### config.mk
export PLATFORM = sky130hd
export DESIGN_NAME = hnst_front
export DESIGN_NICKNAME = d
export VERILOG_FILES = /design/src/sv/held_note_slot_table_top_defines.svh /design/src/sv/hnst_pkg.sv /design/src/sv/hnst_front.sv
export SDC_FILE = /design/constraint.sdc
export NUM_CORES = 1
export LEC_CHECK = 0
export BUFFER_PORTS_ARGS = -buffer_cell sky130_fd_sc_hd__buf_2
export CAP_MARGIN = 40
export CORE_MARGIN = 2
export CORE_UTILIZATION = 43
export DETAILED_ROUTE_END_ITERATION = 10
export PLACE_DENSITY = 0.77
export SLEW_MARGIN = 20
export SYNTH_ARGS = -nofsm -noshare
export SYNTH_HDL_FRONTEND = slang
export SYNTH_SLANG_ARGS = --single-unit
### constraint.sdc
create_clock -name clk -period 5 [get_ports clk]
set_clock_uncertainty 0.1 [all_clocks]
set_input_delay 0.25 -clock clk [delete_from_list [all_inputs] [get_ports clk]]
set_output_delay 0.25 -clock clk [all_outputs]
set_load 0.005 [all_outputs]
### src/sv/held_note_slot_table_top_defines.svh
// Assertion macros for the held note slot table RTL.
// Included by hnst_back, which carries the concurrent checks; define NO_ASSERTIONS to drop them.
`ifndef HELD_NOTE_SLOT_TABLE_TOP_DEFINES_SVH
`define HELD_NOTE_SLOT_TABLE_TOP_DEFINES_SVH
`ifndef NO_ASSERTIONS
// Same-cycle implication, checked out of reset
`define HNST_ASSERT_IMP(label, clk, rst, ante, cons, msg) \
  label: assert property (@(posedge clk) disable iff (rst) (ante) |-> (cons)) else $error(msg);
// Next-cycle implication, checked out of reset
`define HNST_ASSERT_NEXT(label, clk, rst, ante, cons, msg) \
  label: assert property (@(posedge clk) disable iff (rst) (ante) |=> (cons)) else $error(msg);
`else
`define HNST_ASSERT_IMP(label, clk, rst, ante, cons, msg)
`define HNST_ASSERT_NEXT(label, clk, rst, ante, cons, msg)
`endif
`endif

### src/sv/hnst_pkg.sv
// Shared types and constants for the held note slot table.
// No dependencies; used by hnst_front, hnst_back and the top level.
`default_nettype none

package hnst_pkg;

  localparam int          DEFAULT_SLOTS    = 128;
  localparam logic [15:0] DEFAULT_DURATION = 16'd3000;
  localparam int          CMD_QUEUE_DEPTH  = 2;

  // Event codes on the action port
  localparam logic [2:0] ACT_NOTE_ON  = 3'd0;
  localparam logic [2:0] ACT_NOTE_OFF = 3'd1;
  localparam logic [2:0] ACT_ALL_OFF  = 3'd2;
  localparam logic [2:0] ACT_CHAN_OFF = 3'd3;
  localparam logic [2:0] ACT_EXPIRE   = 3'd4;

  // Classified operation handed from front to back
  typedef enum logic [5:0] {
    OP_NOTE_ON  = 6'b000001,
    OP_NOTE_OFF = 6'b000010,
    OP_ALL_OFF  = 6'b000100,
    OP_CHAN_OFF = 6'b001000,
    OP_EXPIRE   = 6'b010000,
    OP_NONE     = 6'b100000
  } op_t;

  typedef struct packed {
    op_t         op;
    logic [7:0]  port;
    logic [3:0]  channel;
    logic [6:0]  note;
    logic [31:0] now_ms;
  } cmd_t;

  // One table entry as stored in the RAM
  typedef struct packed {
    logic        active;
    logic [7:0]  port;
    logic [3:0]  channel;
    logic [6:0]  note;
    logic [31:0] start_ms;
    logic [31:0] end_ms;
  } entry_t;

  // Back-end status seen by the front end
  typedef struct packed {
    logic clearing;
  } back_status_t;

endpackage

`default_nettype wire

### src/sv/hnst_front.sv
// Front end: accepts events, classifies the action and queues commands for the back end.
// Depends on hnst_pkg.
`default_nettype none

module hnst_front (
  input  wire logic                  clk,
  input  wire logic                  rst,
  input  wire logic                  push,
  output      logic                  full,
  input  wire logic [2:0]            action,
  input  wire logic [7:0]            port,
  input  wire logic [3:0]            channel,
  input  wire logic [6:0]            note_number,
  input  wire logic [31:0]           now_ms,
  input  wire hnst_pkg::back_status_t status,
  output      logic                  cmd_valid,
  output      hnst_pkg::cmd_t        cmd,
  input  wire logic                  cmd_pop
);

  localparam int QD   = hnst_pkg::CMD_QUEUE_DEPTH;
  localparam int QI_W = (QD > 1) ? $clog2(QD) : 1;
  localparam int QC_W = $clog2(QD + 1);
  localparam logic [QI_W-1:0] Q_LAST = QI_W'(QD - 1);
  localparam logic [QC_W-1:0] Q_FULL = QC_W'(QD);

  hnst_pkg::cmd_t  q [QD];
  logic [QI_W-1:0] wr_ptr;
  logic [QI_W-1:0] rd_ptr;
  logic [QC_W-1:0] q_cnt;
  logic [QC_W-1:0] q_cnt_next;
  logic            accept;
  hnst_pkg::op_t   op_dec;
  hnst_pkg::cmd_t  new_cmd;

  // Classify the action code
  always_comb begin
    case (action)
      hnst_pkg::ACT_NOTE_ON:  op_dec = hnst_pkg::OP_NOTE_ON;
      hnst_pkg::ACT_NOTE_OFF: op_dec = hnst_pkg::OP_NOTE_OFF;
      hnst_pkg::ACT_ALL_OFF:  op_dec = hnst_pkg::OP_ALL_OFF;
      hnst_pkg::ACT_CHAN_OFF: op_dec = hnst_pkg::OP_CHAN_OFF;
      hnst_pkg::ACT_EXPIRE:   op_dec = hnst_pkg::OP_EXPIRE;
      default:                op_dec = hnst_pkg::OP_NONE;
    endcase
  end

  always_comb begin
    new_cmd.op      = op_dec;
    new_cmd.port    = port;
    new_cmd.channel = channel;
    new_cmd.note    = note_number;
    new_cmd.now_ms  = now_ms;
  end

  // Hold off input while the queue is full or the table is being cleared
  assign full      = (q_cnt == Q_FULL) || status.clearing;
  assign accept    = push && !full;
  assign cmd_valid = (q_cnt != '0);
  assign cmd       = q[rd_ptr];

  // Store accepted beats
  always_ff @(posedge clk) begin
    if (accept) begin
      q[wr_ptr] <= new_cmd;
    end
  end

  // Track occupancy
  always_comb begin
    case ({accept, cmd_pop})
      2'b10:   q_cnt_next = q_cnt + QC_W'(1);
      2'b01:   q_cnt_next = q_cnt - QC_W'(1);
      default: q_cnt_next = q_cnt;
    endcase
  end

  // Advance pointers
  always_ff @(posedge clk) begin
    if (rst) begin
      wr_ptr <= '0;
      rd_ptr <= '0;
      q_cnt  <= '0;
    end else begin
      q_cnt <= q_cnt_next;
      if (accept) begin
        wr_ptr <= (wr_ptr == Q_LAST) ? '0 : wr_ptr + QI_W'(1);
      end
      if (cmd_pop) begin
        rd_ptr <= (rd_ptr == Q_LAST) ? '0 : rd_ptr + QI_W'(1);
      end
    end
  end

endmodule

`default_nettype wire

==> results by group, run 1 <==
Logic synthesis
  – YS warnings: 0
  – Synth top cells by count: 114 x edfxtp_1, 58 x mux2_2, 7 x nor2_1
  – Synth Area in Simple Gates: 2.20%
  – XOR/XNOR Fraction of Synth Area: 0.601%
  – Synth Register Bits: 119
  – Synthesized netlist net count: 268
  – Post-Synthesis Cells: 208
  – Area contributors post-synth: edfxtp_1 78%, mux2_2 15%, dfxtp_1 2.3%
  – Synth cell types: 21
  – Post-synthesis adder-cell area fraction: 0.286%
  – Yosys top cell area share: 78.3%
  – Main combinational cell family by area after synthesis: multiplexers
  – Complex-gate fraction of the synthesized area: 0.401%
  – Mean Syn Cell Area: 21.0 um^2
  – Mapped Area: 4370 um^2
  – Post-synth EDFFs: 114
  – Ys async rst share: 0%
  – Post-synth top flop: edfxtp_1
  – Mux cell area share after synthesis: 14.9%
  – Synth area leader: edfxtp_1
  – Most common cell in the synthesized netlist: edfxtp_1
  – Sequential cell area fraction in the yosys report: 80.6%

STA
  – Worst setup margin: 2360 ps
  – Final setup viols: 0
  – Crit share post-route: 52.8%
  – Slew Viols, Final: 0
  – Slew headroom: 49.1%
  – Max Fclk: 379 MHz
  – RSZ-0062 raised after global routing: no
  – Worst-margin pin slew: 762 ps
  – Min Tclk post-route: 2640 ps
  – Final hold violation count: 0
  – Setup TNS: 0 ps

Layout
  – Share of cells above drive strength 1: 51.2%
  – Antenna diodes: 0
  – Nets@finish: 459
  – Synth-to-layout area growth: 43.7%
  – Number of fill cells: 736
  – Fin util: 64.0%
  – Non-filler cells, final: 545

Detailed routing
  – Avg WL per Cell: 15.3 um
  – Post-route DRC: 0
  – Drt pass-1 iters: 4
  – Via density: 4.60
  – Routed metal-1 wirelength: 3360 um
  – Via count: 2506
  – Initial DRC count: 77
  – Metal2 WL: 4470 um
  – Met3 wire len: 370 um
  – WL final: 8340 um
  – DR top layer: met4
  – Detail Route Antenna Nets: 0

Pwr
  – LEAKAGE: 2.36 nW
  – Max VDD drop: 0.244 mV
  – Pwr dens: 408 nW/um^2

Worst setup path
  – Worst reg2reg setup slack: 2570 ps
  – Worst-path maximum fanout: 30
  – CP Class: flop to primary output
  – Req. time, crit path: 4650 ps
  – Crit start category: flop
  – Worst Path Arrival: 2290 ps
  – CP Capture Type: primary output

Floorplanning
  – Io pins: 118
  – Die width: 105 um
  – DIE AREA: 11000 um^2
  – Core Area: 9820 um^2
  – Row count: 36
  – Starting Density: 44.5%
  – Die height: 105 um

Run status
  – Outcome: completed

Place
  – RD Place Congestion: 0.693
  – # port buffers: 117
  – Post-DP HPWL: 4950 um
  – Inst Count DP: 455
  – Pre-CTS setup slack: 2520 ps

Clock network
  – H-tree Lvls: 4
  – Clk buf depth: 2
  – Post-cts resize count: 0
  – Hold_buf cts: 58
  – Worst-Skew Late Latency: 490 ps
  – Clk sinks: 119
  – Root buf cell: clkbuf_8
  – Post-CTS setup buffers: 0
  – CTS Buf Count: 17
  – Clock slew at reported path FFs: 50 ps
  – CTS tree: built

GRT
  – First-pass GRT wire length: 13200 um
  – Initial antenna violation count: 0
  – Grt ovf: 0
  – Tot GR Track Use: 15.9%
  – Number of global-route vias before repair: 2812
  – Largest net degree at the start of global routing: 33

Hold path
  – Type of the tightest min-delay check: input port to flop

Flow run
  – Total of max-cap violations: 0
[sequential cells by signal, indices dropped and copies added, names as in the netlist, named ones only]
name    flops
rd_ptr      1
q_cnt       2
q         114
wr_ptr      1
[metrics by stage]
stage / hold slack, ps / instance area (um^2) / power (mW)
after floorplan: 219 / 4370 / 1.30
after global placement: 338 / 5120 / 1.39
after detailed placement: 341 / 5120 / 1.40
after CTS: 219 / 6280 / 2.59
after global routing: 247 / 6280 / 2.66
final: 240 / 6280 / 2.56
[layout make-up]
class	instances	area, um^2	area share [%]
Timing Repair Buffer	178	1190	18.9
Sequential cell	119	3520	56.1
Clock buffer	19	422	6.71
Inverter	1	3.75	0.0597
Tap cell	133	166	2.65
Clock inverter	13	156	2.49
Multi-Input combinational cell	82	821	13.1
[placed cells by master (no fill, tap or decap), drive strengths merged]
cell type      n
buf          120
edfxtp       114
mux2          58
dlygate4sd3   58
clkbuf        19
nor2           7
clkinv         6
dfxtp          5
clkinvlp       4
nor3b          3
bufinv         3
xnor2          2
nor3           1
o21a           1
nand2b         1
or2b           1
and3b          1
or2            1
inv            1
nand3b         1
xor2           1
o21ai          1
or3            1
a21oi          1
ha             1
[metal layers]
layer / up-vias / track usage, %
met5: - / 0
met4: 0 / 7.14
met3: 11 / 4.43
met2: 86 / 28.5
met1: 1207 / 17.6
li1: 1202 / -
[critical path: stages (launching register included)]
cell	delay [ps]
dfxtp_2	770
buf_4	490
mux2_2	400
buf_2	130
[cell families (layout without fill, tap and decap cells)]
| group | count (synthesis) | count (layout) |
|---|---|---|
| multiplexers | 58 | 58 |
| flip-flops | 119 | 119 |
| buffers and inverters | 7 | 211 |
| AND/OR/NAND/NOR | 17 | 17 |
| adder cells (fa/ha/maj) | 1 | 1 |
| AO/OA/AOI/OAI | 3 | 3 |
| XOR/XNOR | 3 | 3 |
[path summary, 6_finish.rpt]
check / startpoint / endpoint / cells after the start
setup / recovery: flop / cmd[2] / 3
hold / removal: push / wr_ptr / 3
setup reg to reg: q_cnt[0] / q[1][1] / 4
hold reg to reg: q_cnt[1] / q_cnt[1] / 2
[power breakdown]
part	switching, mW	total (mW)	internal, mW
Sequential	0.0215	1.17	1.15
Combinational	0.101	0.238	0.137
Clock	0.401	1.15	0.754
Power figures use the tool's default switching activity.
==> run 2, diff against run 1 <==
--- a/config.mk
+++ b/config.mk
@@ -5,6 +5,7 @@
 export SDC_FILE = /design/constraint.sdc
 export NUM_CORES = 1
 export LEC_CHECK = 0
+export ABC_AREA = 1
 export BUFFER_PORTS_ARGS = -buffer_cell sky130_fd_sc_hd__buf_2
 export CAP_MARGIN = 40
 export CORE_MARGIN = 2
==> constraint.sdc (replaced) <==
create_clock -name clk -period 2.7 [get_ports clk]
set_clock_uncertainty 0.1 [all_clocks]
set_input_delay 0.135 -clock clk [delete_from_list [all_inputs] [get_ports clk]]
set_output_delay 0.135 -clock clk [all_outputs]
set_load 0.005 [all_outputs]
==> run 2 against run 1 <==
Against the previous run:
- wire length rose by 0.29%
- sequential cell count did not move
- via count rose by 3.4%
- sequential share of layout area fell by 0.71 points
- worst setup slack got worse by 1800 ps
- cell area rose by 1.4%
- non-clock buffer count rose by 3
- combinational power rose by 93%
- count of clock-buffer cells in the layout rose by 1
- die area rose by 3.3%
- sequential power rose by 84%
==> results by group, run 2 <==
Logic synthesis
  – Mapped Area: 4520 um^2
  – Synthesized netlist net count: 285
  – Sequential cell area fraction in the yosys report: 77.9%
  – Post-Synthesis Cells: 225
  – Synth top cells by count: 114 x edfxtp_1, 30 x mux2_4, 27 x mux2_2
  – Yosys top cell area share: 75.7%
  – Most common cell in the synthesized netlist: edfxtp_1
  – Synth cell types: 17
  – Synth area leader: edfxtp_1
  – Synth Register Bits: 119
  – Mean Syn Cell Area: 20.1 um^2
  – Area contributors post-synth: edfxtp_1 76%, mux2_4 10%, mux2_2 6.7%
  – Post-synth EDFFs: 114
  – YS warnings: 0
  – Ys async rst share: 0%
  – Post-synth top flop: edfxtp_1

Worst setup path
  – Crit start category: flop
  – Critical Path Slowest Stage Cell: dfxtp_4
  – CP Class: flop to primary output
  – Crit path largest cell delay: 620 ps
  – Worst-path maximum fanout: 32
  – Worst Path Buf+Inv: 2
  – Cells along the critical path: buf_12 > mux2_2 > buf_2
  – Crit path max-delay family: flip-flops
  – CP Capture Type: primary output
  – Worst Path Arrival: 1930 ps
  – Req. time, crit path: 2470 ps

Layout
  – Antenna diodes: 0
  – Fin util: 62.0%
  – Nets@finish: 479
  – Share of cells above drive strength 1: 47.3%
  – Commonest non-fill, non-tap cells in the layout: 117 x buf_2, 114 x edfxtp_1, 60 x dlygate4sd3_1
  – Largest regs: q: 114 flops, q_cnt: 2 flops
  – Top reg by flops: q
  – Multi-input gate area: 907 um^2
  – Largest register FFs: 114
  – Synth-to-layout area growth: 40.8%
  – Number of fill cells: 780
  – Commonest non-fill, non-tap cell in the layout: buf_2
  – Sequential cell area: 3530 um^2

Clock network
  – CTS Buf Count: 17
  – CTS tree: built
  – Clk buf depth: 2
  – H-tree Lvls: 4
  – Clk sinks: 119
  – Root buf cell: clkbuf_8
  – Clock slew at reported path FFs: 50 ps
  – Worst-Skew Late Latency: 500 ps

Detailed routing
  – Detail Route Antenna Nets: 0
  – Routed metal-1 wirelength: 3270 um
  – Via density: 4.58
  – Metal2 WL: 4520 um
  – Initial DRC count: 106
  – Post-route DRC: 0
  – DR top layer: met4
  – WL final: 8360 um
  – Avg WL per Cell: 14.8 um
  – Met3 wire len: 423 um
  – Via count: 2590
  – Drt pass-1 iters: 4

Pwr
  – Pwr dens: 686 nW/um^2
  – LEAKAGE: 2.51 nW
  – Max VDD drop: 0.368 mV

Place
  – RD Place Congestion: 0.775
  – Post-DP HPWL: 4900 um
  – # port buffers: 117

STA
  – Worst-margin pin slew: 471 ps
  – Crit share post-route: 80.1%
  – Final hold violation count: 0
  – Max Fclk: 462 MHz
  – RSZ-0062 raised after global routing: no
  – Min Tclk post-route: 2160 ps
  – Final setup viols: 0
  – Slew Viols, Final: 0
  – Setup TNS: 0 ps
  – Slew headroom: 68.5%

GRT
  – Largest net degree at the start of global routing: 45
  – Initial antenna violation count: 0
  – Grt ovf: 0
  – Tot GR Track Use: 15.7%
  – First-pass GRT wire length: 13100 um
  – Number of global-route vias before repair: 2813

Floorplanning
  – Starting Density: 44.0%
  – DIE AREA: 11400 um^2
  – Io pins: 118
  – Row count: 37
  – Die height: 107 um
  – Die width: 107 um
  – Core Area: 10300 um^2

Run status
  – Outcome: completed

Hold path
  – Type of the tightest min-delay check: input port to flop

Flow run
  – Total of max-cap violations: 0
[run 2: changes by cell type in the layout (fill, tap and decap cells not counted), sizes merged, moves of 2 or more]
cell,change
clkinv,+3
nor3b,-3
nand2,+8
inv,+11
nand4,+2
bufinv,-3
clkinvlp,-4
nor2,+5
nor3,+2
dlygate4sd3,+2
[run 2: final timing paths]
kind | start | end | slack [ps] | depth (start not counted)
worst max-delay path | flop | cmd[23] | 540 | 3
worst min-delay path | port[0] | q[1][43] | 250 | 2
worst max register to register | q_cnt[0] | q[0][2] | 760 | 5
worst min register to register | rd_ptr | rd_ptr | 410 | 2
[run 2: final cells by class]
type                    instances  area share, %
clock buffers                  20           6.68
inverters                      12          0.707
clock inverters                 9          0.609
flip-flops and latches        119           55.4
well taps                     136           2.67
repair buffers                181           19.7
multi-input cells              88           14.2
[run 2: through the flow]
step / total power [mW] / cells / hold WS (ps) / worst slack (ps) / area, um^2
after floorplan: 2.41 / 225 / 107 / 70.7 / 4530
after global placement: 2.57 / 476 / 224 / 862 / 5300
after detailed placement: 2.58 / 476 / 226 / 774 / 5300
after CTS: 4.42 / 565 / 224 / 466 / 6370
after global routing: 4.54 / 565 / 234 / 410 / 6370
final: 4.37 / 565 / 252 / 536 / 6370
[run 2: routing by layer]
layer | global-route usage, % | vias to the layer above
met5 | 0 | -
met4 | 7.88 | 0
met3 | 5.46 | 19
met2 | 28.1 | 102
met1 | 16.1 | 1227
li1 | - | 1242
[run 2: kinds of logic after synthesis]
logic type / after synthesis / share of synthesized area, %
xor+xnor: 1 / 0.194
fa+ha+maj: 1 / 0.277
flops: 119 / 77.9
compound gates: 2 / 0.221
buf+inv: 18 / 2.21
simple gates: 27 / 2.52
mux: 57 / 16.7
[run 2: where the power goes]
part | internal, mW | switching (mW)
registers | 2.11 | 0.0389
logic | 0.275 | 0.185
clock network | 1.08 | 0.677
[run 2: what timing repair did]
action / CTS / global route
hold buffers: 60 / 0
endpoints found under the hold margin: 119 / 0
setup buffers: 0 / 0
gates resized for setup: 0 / 0
==> run 3, diff against run 2 <==
--- a/config.mk
+++ b/config.mk
@@ -11,7 +11,7 @@
 export CORE_MARGIN = 2
 export CORE_UTILIZATION = 43
 export DETAILED_ROUTE_END_ITERATION = 10
-export PLACE_DENSITY = 0.77
+export PLACE_DENSITY = 0.8
 export SLEW_MARGIN = 20
 export SYNTH_ARGS = -nofsm -noshare
 export SYNTH_HDL_FRONTEND = slang
==> constraint.sdc (replaced) <==
create_clock -name clk -period 1.8 [get_ports clk]
set_clock_uncertainty 0.1 [all_clocks]
set_input_delay 0.09 -clock clk [delete_from_list [all_inputs] [get_ports clk]]
set_output_delay 0.09 -clock clk [all_outputs]
set_load 0.005 [all_outputs]
==> run 3 against run 2 <==
Against the previous run:
- via count rose by 4.2%
- worst hold slack got worse by 36 ps
- sequential cell count did not move
- global-route usage fell by 0.15 points
- first-iteration DRC count fell by 5.7%
- non-clock buffer count rose by 13
- die area did not move
- count of clock-buffer cells in the layout fell by 1
- register-to-register slack got worse by 510 ps
- combinational power rose by 120%
- worst setup slack got worse by 530 ps
- critical path type unchanged
- highest routed layer unchanged
==> results by group, run 3 (synthesized netlist as in run 2, its figures left out) <==
Run status
  – Outcome: completed

GRT
  – First-pass GRT wire length: 13000 um
  – Largest net degree at the start of global routing: 58
  – Grt ovf: 0
  – Initial antenna violation count: 0
  – Tot GR Track Use: 15.5%
  – Number of global-route vias before repair: 2797

Layout
  – Non-Filler Cell Area, Final: 7090 um^2
  – Fin util: 68.9%
  – Antenna diodes: 0
  – Largest register FFs: 114
  – Nets@finish: 492
  – Share of cells above drive strength 1: 50.1%
  – Synth-to-layout area growth: 56.7%
  – Top reg by flops: q
  – Commonest non-fill, non-tap cell in the layout: edfxtp_1
  – Number of fill cells: 652
  – Largest regs: q: 114 flops, q_cnt: 2 flops
  – Sequential cell area: 3530 um^2
  – Non-filler cells, final: 581
  – Multi-input gate area: 1000 um^2
  – Commonest non-fill, non-tap cells in the layout: 114 x edfxtp_1, 73 x buf_2, 61 x dlygate4sd3_1

Place
  – Area post-placement: 5340 um^2
  – # port buffers: 117
  – Post-DP HPWL: 5170 um
  – RD Place Congestion: 0.671
  – Inst Count DP: 477
  – Pre-CTS setup slack: 275 ps

STA
  – Worst-margin pin slew: 332 ps
  – Max Fclk: 558 MHz
  – Setup TNS: 0 ps
  – Crit share post-route: 99.6%
  – Worst setup margin: 6.47 ps
  – WHS: 216 ps
  – RSZ-0062 raised after global routing: yes
  – Final hold violation count: 0
  – Slew headroom: 77.9%
  – Min Tclk post-route: 1790 ps
  – Final setup viols: 0
  – Slew Viols, Final: 0

Floorplanning
  – Die height: 107 um
  – Die width: 107 um
  – Row count: 37
  – DIE AREA: 11400 um^2
  – Starting Density: 44.0%
  – Io pins: 118
  – Core Area: 10300 um^2

Worst setup path
  – Req. time, crit path: 1610 ps
  – Cells along the critical path: buf_8 > clkbuf_16 > mux2_4 > buf_2
  – Worst-path maximum fanout: 5
  – CP Class: flop to primary output
  – Crit start category: flop
  – CP Capture Type: primary output
  – Reg-to-reg startpoint: q_cnt[0]
  – Reg2reg end: q[0][49]
  – Worst Path Arrival: 1600 ps
  – Worst reg2reg setup slack: 250 ps
  – Critical Path Slowest Stage Cell: dfxtp_4
  – Reg2Reg Depth: 5
  – Crit path largest cell delay: 370 ps

Detailed routing
  – Initial DRC count: 100
  – Drt pass-1 iters: 5
  – Post-route DRC: 0
  – Via count: 2698
  – WL final: 9520 um
  – Avg WL per Cell: 16.4 um
  – Via density: 4.64
  – Detail Route Antenna Nets: 0

Pwr
  – Clock share of power: 42.5%
  – LEAKAGE: 2.85 nW
  – Max VDD drop: 0.666 mV
  – Seq pwr share: 43.6%
  – Psw: 1.47 mW
  – Sw Ratio: 20.0%
  – Power Total: 7.36 mW
  – Pwr dens: 1040 nW/um^2
  – Comb pwr share: 13.8%
  – Internal power: 5.88 mW

Hold path
  – Hold Path Stages: 2
  – Type of the tightest min-delay check: input port to flop
  – Hold Startpoint: now_ms[4]
  – Hold Path End: q[0][4]

Clock network
  – H-tree Lvls: 4
  – Clk sinks: 119
  – CTS Buf Count: 17
  – CTS tree: built
  – Clk buf depth: 2
  – Clock slew at reported path FFs: 60 ps
  – Root buf cell: clkbuf_8
  – Worst-Skew Late Latency: 500 ps

Flow run
  – Total of max-cap violations: 0
## run 3: routing by layer
metal | routed length (um) | vias to the layer above | part of all wire (%) | track usage [%]
li1 | - | 1279 | - | -
met1 | 3630 | 1302 | 38 | 16.4
met2 | 5290 | 102 | 56 | 28.0
met3 | 468 | 15 | 4.9 | 5.46
met4 | 140 | 0 | 1.5 | 6.22
met5 | 0 | - | 0 | 0
## run 3: power groups by stage
stage	clock (mW)	sequential [mW]	combinational, mW
after floorplan	0	3.25	0.364
after global placement	0	3.26	0.607
after detailed placement	0	3.27	0.622
after CTS	3.20	3.21	0.747
after global routing	3.33	3.22	1.08
final	3.13	3.21	1.02
## run 3: final cells by class
class	instances	area share [%]
clock buffer	19	5.95
clock inverter	13	1.92
inverter	12	0.689
multi-input combinational	88	14.2
sequential	119	49.8
tap	136	2.40
timing repair buffer	194	25.1
## run 3: repair_timing
action / in CTS / in global routing
hold buffers: 61 / 0
hold endpoints to repair: 119 / 0
resized for setup: 2 / 78
buffers inserted: 2 / 3
setup endpoints to repair: 50 / 37
cloned: 0 / 6
## run 3: how the worst max path moves through the flow
stage / slack (ps) / cells after the start / start / to
after floorplan: -150 / 4 / q_cnt[0] / q[0][0]
after global placement: 330 / 5 / q_cnt[0] / q[1][33]
after detailed placement: 270 / 5 / q_cnt[0] / q[1][34]
after CTS: -20 / 3 / flop / cmd[10]
after global routing: -50 / 4 / flop / cmd[1]
final: 6 / 4 / flop / cmd[50]
## run 3: critical path, delay by kind of cell, from the launching register on
family | cells | cell delay [ps]
muxes | 1 | 290
buffers and inverters | 3 | 440
DFF | 1 | 370
